**src/rtl/lpmf_pkg.sv**
```systemverilog
// shared types and codes for the length-prefixed message fifo
package lpmf_pkg;

	// operation codes of a request
	localparam logic OP_WRITE = 1'b0;
	localparam logic OP_READ  = 1'b1;

	// result status codes
	localparam logic [2:0] ST_STAGED    = 3'd0;
	localparam logic [2:0] ST_COMMITTED = 3'd1;
	localparam logic [2:0] ST_REJECTED  = 3'd2;
	localparam logic [2:0] ST_READ      = 3'd3;
	localparam logic [2:0] ST_EMPTY     = 3'd4;

	// request payload
	typedef struct packed {
		logic       operation;
		logic [7:0] data_in;
		logic       last_in;
	} msg_in_t;

	// result payload
	typedef struct packed {
		logic [7:0]  data_out;
		logic        end_of_message;
		logic [2:0]  status;
		logic [10:0] free_bytes;
	} msg_out_t;

	// controller to datapath commands
	typedef struct packed {
		logic load;
		logic exec;
		logic wr_len;
		logic rd_len;
		logic rd_data;
	} dp_cmd_t;

	// datapath to controller status
	typedef struct packed {
		logic op;
		logic commit;
		logic reading;
		logic empty;
		logic len_zero;
	} dp_stat_t;

endpackage

```
**src/rtl/lpmf_ctrl.sv**
```systemverilog
// controller state machine for the length-prefixed message fifo
module lpmf_ctrl (
	input  logic               clk,
	input  logic               arst_n,
	input  logic               start,
	input  lpmf_pkg::dp_stat_t stat,
	output logic               busy,
	output lpmf_pkg::dp_cmd_t  cmd
);

	import lpmf_pkg::*;

	localparam logic [2:0] S_IDLE    = 3'd0;
	localparam logic [2:0] S_EXEC    = 3'd1;
	localparam logic [2:0] S_WR_LEN  = 3'd2;
	localparam logic [2:0] S_RD_LEN  = 3'd3;
	localparam logic [2:0] S_RD_DATA = 3'd4;

	logic [2:0] state_q;
	logic [2:0] state_n;

	// next state
	always_comb begin
		state_n = state_q;
		unique case (state_q)
			S_IDLE: begin
				if (start) state_n = S_EXEC;
			end
			S_EXEC: begin
				if (stat.op == OP_WRITE) begin
					state_n = stat.commit ? S_WR_LEN : S_IDLE;
				end else if (stat.reading) begin
					state_n = S_RD_DATA;
				end else if (stat.empty) begin
					state_n = S_IDLE;
				end else begin
					state_n = S_RD_LEN;
				end
			end
			S_WR_LEN:  state_n = S_IDLE;
			S_RD_LEN:  state_n = stat.len_zero ? S_IDLE : S_RD_DATA;
			S_RD_DATA: state_n = S_IDLE;
			default:   state_n = S_IDLE;
		endcase
	end

	// state register
	always_ff @(posedge clk or negedge arst_n) begin
		if (!arst_n) begin
			state_q <= S_IDLE;
		end else begin
			state_q <= state_n;
		end
	end

	// command decode
	always_comb begin
		busy        = (state_q != S_IDLE);
		cmd.load    = (state_q == S_IDLE) && start;
		cmd.exec    = (state_q == S_EXEC);
		cmd.wr_len  = (state_q == S_WR_LEN);
		cmd.rd_len  = (state_q == S_RD_LEN);
		cmd.rd_data = (state_q == S_RD_DATA);
	end

endmodule

```
**config.mk**
```make
export PLATFORM = sky130hd
export DESIGN_NAME = lpmf_ctrl
export DESIGN_NICKNAME = d
export VERILOG_FILES = /design/src/rtl/lpmf_pkg.sv /design/src/rtl/lpmf_ctrl.sv
export SDC_FILE = /design/constraint.sdc
export NUM_CORES = 1
export LEC_CHECK = 0
export BUFFER_PORTS_ARGS = -buffer_cell sky130_fd_sc_hd__buf_2
export CORE_AREA = 4 4 41 43
export DETAILED_ROUTE_END_ITERATION = 8
export DIE_AREA = 0 0 45 47
export PLACE_DENSITY = 0.37
export SLEW_MARGIN = 20
export SYNTH_ARGS = -nofsm -noshare
export SYNTH_HDL_FRONTEND = slang
export SYNTH_SLANG_ARGS = --single-unit
export TNS_END_PERCENT = 20
```
**constraint.sdc**
```tcl
create_clock -name clk -period 1.9 [get_ports clk]
set_clock_uncertainty 0.15 [all_clocks]
set_input_delay 0.38 -clock clk [delete_from_list [all_inputs] [get_ports clk]]
set_output_delay 0.38 -clock clk [all_outputs]
set_load 0.02 [all_outputs]
```
==> flow_summary.toml <==
[drt]
drcViolationCount = 0
totalWireLength_um = 513
post_drt_wl_per_cell_um = 10.3
vias = 196
antenna_left = 0
drt_first_pass_iters = 2
via_per_inst = 3.92
drt-initial-drc-count = 1

[synthesis]
ys_seq_area_frac = 0.435
synth-seq-cells = 3
netlist_instances = 17
syn_nets = 25
synth_warnings = 0
syn-mean-instance-area_um2 = 10.2
synth_cell_types = 13
synth.cell_area_um2 = 173

[global_route]
grtUsageTotal = 0.0592
overflow = 0
grt_pass1_vias = 208
grt_max_degree = 7
grt_pass1_wl_um = 821
antenna_found_initial = 0

[layout]
antennaDiodeCount = 0
reg_top3 = "state_q x3"
largest-register = "state_q"
largest_reg_flops = 3
layout.nets = 44
drive_gt1_frac = 0.600
multi_input_area_um2 = 98.8
fillCellCount = 158
syn2layout_area_growth_pct = 74.6
seq_area_um2 = 75.1

[critical_path]
cp.required_ns = 1.37
cp-start-kind = "flop"
end_kind = "output port"
critPathKind = "reg -> out"
path_max_fanout = 6
cp.arrival_ns = 1.31

[die]
initial_core_util = 0.133
fp.dieH_um = 47
core-area_um2 = 1300
design.die.area_um2 = 2120
io-pin-count = 14
fp-row-count = 13
fp.dieW_um = 45

[place]
hpwl_um = 393
portBuffers = 13
gp_congestion = 0.710

[timing]
worst_pin_slew_ns = 0.254
fmax_mhz = 545
final-setup-viol-count = 0
slew_headroom = 0.830
fin_crit_ns = 1.84
finalCritPeriodShare = 0.966
hold_viol = 0
tns_ns = 0
maxSlewViolCount = 0
whs_ns = 0.260
rsz0062_at_grt = "no"

[clock_tree]
htree_levels = 1
clock_path_buffers = 2
insertion_delay_ns = 0.23
clk_pin_slew_ns = 0.03
cts_tree = "yes"
root_buffer = "clkbuf_4"
cts_buffers = 3
cts.sinks = 3

[pwr]
powerDensity_nw_per_um2 = 907
ir_worst_vdd_mv = 0.295
cellLeakagePower_nw = 0.163
finalPower_w = 0.000274

[min_path]
hp-class = "in -> reg"

[outcome]
status = "finished, final reports clean"

[flow_run]
maxCapViolations = 0
-- cells in the final DEF (no fill, tap or decap), types with 2 or more instances in the layout --
master,synthesis,routed
buf_2,0,13
clkbuf_4,0,3
dfrtp_1,3,3
inv_1,2,2
nor3b_1,2,2
-- critical path, cell delays in order (launching register included) --
cell and delay, ns:
dfrtp_1 0.43, or3b_4 0.44, inv_1 0.06, buf_2 0.15
-- through the flow --
step | setup WS (ns) | util | area, µm² | instances
3_3_place_gp | 0.297 | 0.197 | 256 | 45
2_1_floorplan | 0.131 | - | 173 | 17
5_1_grt | 0.0107 | 0.232 | 302 | 50
3_5_place_dp | 0.293 | 0.197 | 256 | 45
4_1_cts | 0.0420 | 0.225 | 293 | 50
6_report | 0.0641 | 0.232 | 302 | 50
-- power by group --
group           total, W  switching (W)  internal, W
Clock           0.000111      0.0000326    0.0000786
Sequential     0.0000821      0.0000108    0.0000713
Combinational  0.0000801      0.0000423    0.0000378
Total           0.000274      0.0000858     0.000188
-- Yosys cell counts --
cell type / number / area [µm²]
nand2b_1: 1 / 6.26
o21bai_1: 1 / 7.51
inv_1: 2 / 7.51
nor4b_1: 1 / 8.76
nor3b_1: 2 / 15.0
or3b_1: 1 / 8.76
a21oi_1: 1 / 5.00
or3_2: 1 / 7.51
o2bb2ai_1: 1 / 8.76
nand2_1: 1 / 3.75
or3b_2: 1 / 8.76
and3b_2: 1 / 10.0
dfrtp_1: 3 / 75.1
-- cell type report --
cell class | count | share of cell area
Clock buffer | 4 | 0.0871
Inverter | 2 | 0.0249
Multi-Input combinational cell | 12 | 0.328
Sequential cell | 3 | 0.249
Tap cell | 15 | 0.0622
Timing Repair Buffer | 14 | 0.249
-- what timing repair did --
action                     CTS  global route
resized for setup            0             2
hold buffers                 1             0
setup endpoints to repair    0             2
hold endpoints to repair     3             0
setup buffers                0             0
-- layer usage --
metal | vias up | GRT usage | wire length [µm]
met5 | - | 0 | 0
met4 | 0 | 0.0702 | 0
met3 | 0 | 0.0268 | 78
met2 | 13 | 0.0734 | 206
met1 | 86 | 0.0682 | 228
li1 | 97 | - | -
-- path summary, 6_finish.rpt --
kind / start / to / slack, ns / cells past startpoint
max in group asynchronous: arst_n / state_q[1] / 1.17 / 2
hold / removal: stat[0] / state_q[2] / 0.26 / 3
setup / recovery: state_q[1] / cmd[3] / 0.06 / 3
setup reg to reg: state_q[1] / state_q[1] / 0.65 / 2
hold reg to reg: state_q[2] / state_q[0] / 0.53 / 2
min in group asynchronous: arst_n / state_q[0] / 0.32 / 2
-- kinds of logic (layout without fill, tap and decap cells) --
family / count (synthesis) / after routing / synth area share
flops: 3 / 3 / 0.435
compound gates: 3 / 3 / 0.123
buf+inv: 2 / 20 / 0.0435
simple gates: 9 / 9 / 0.399
Power figures use the tool's default switching activity.
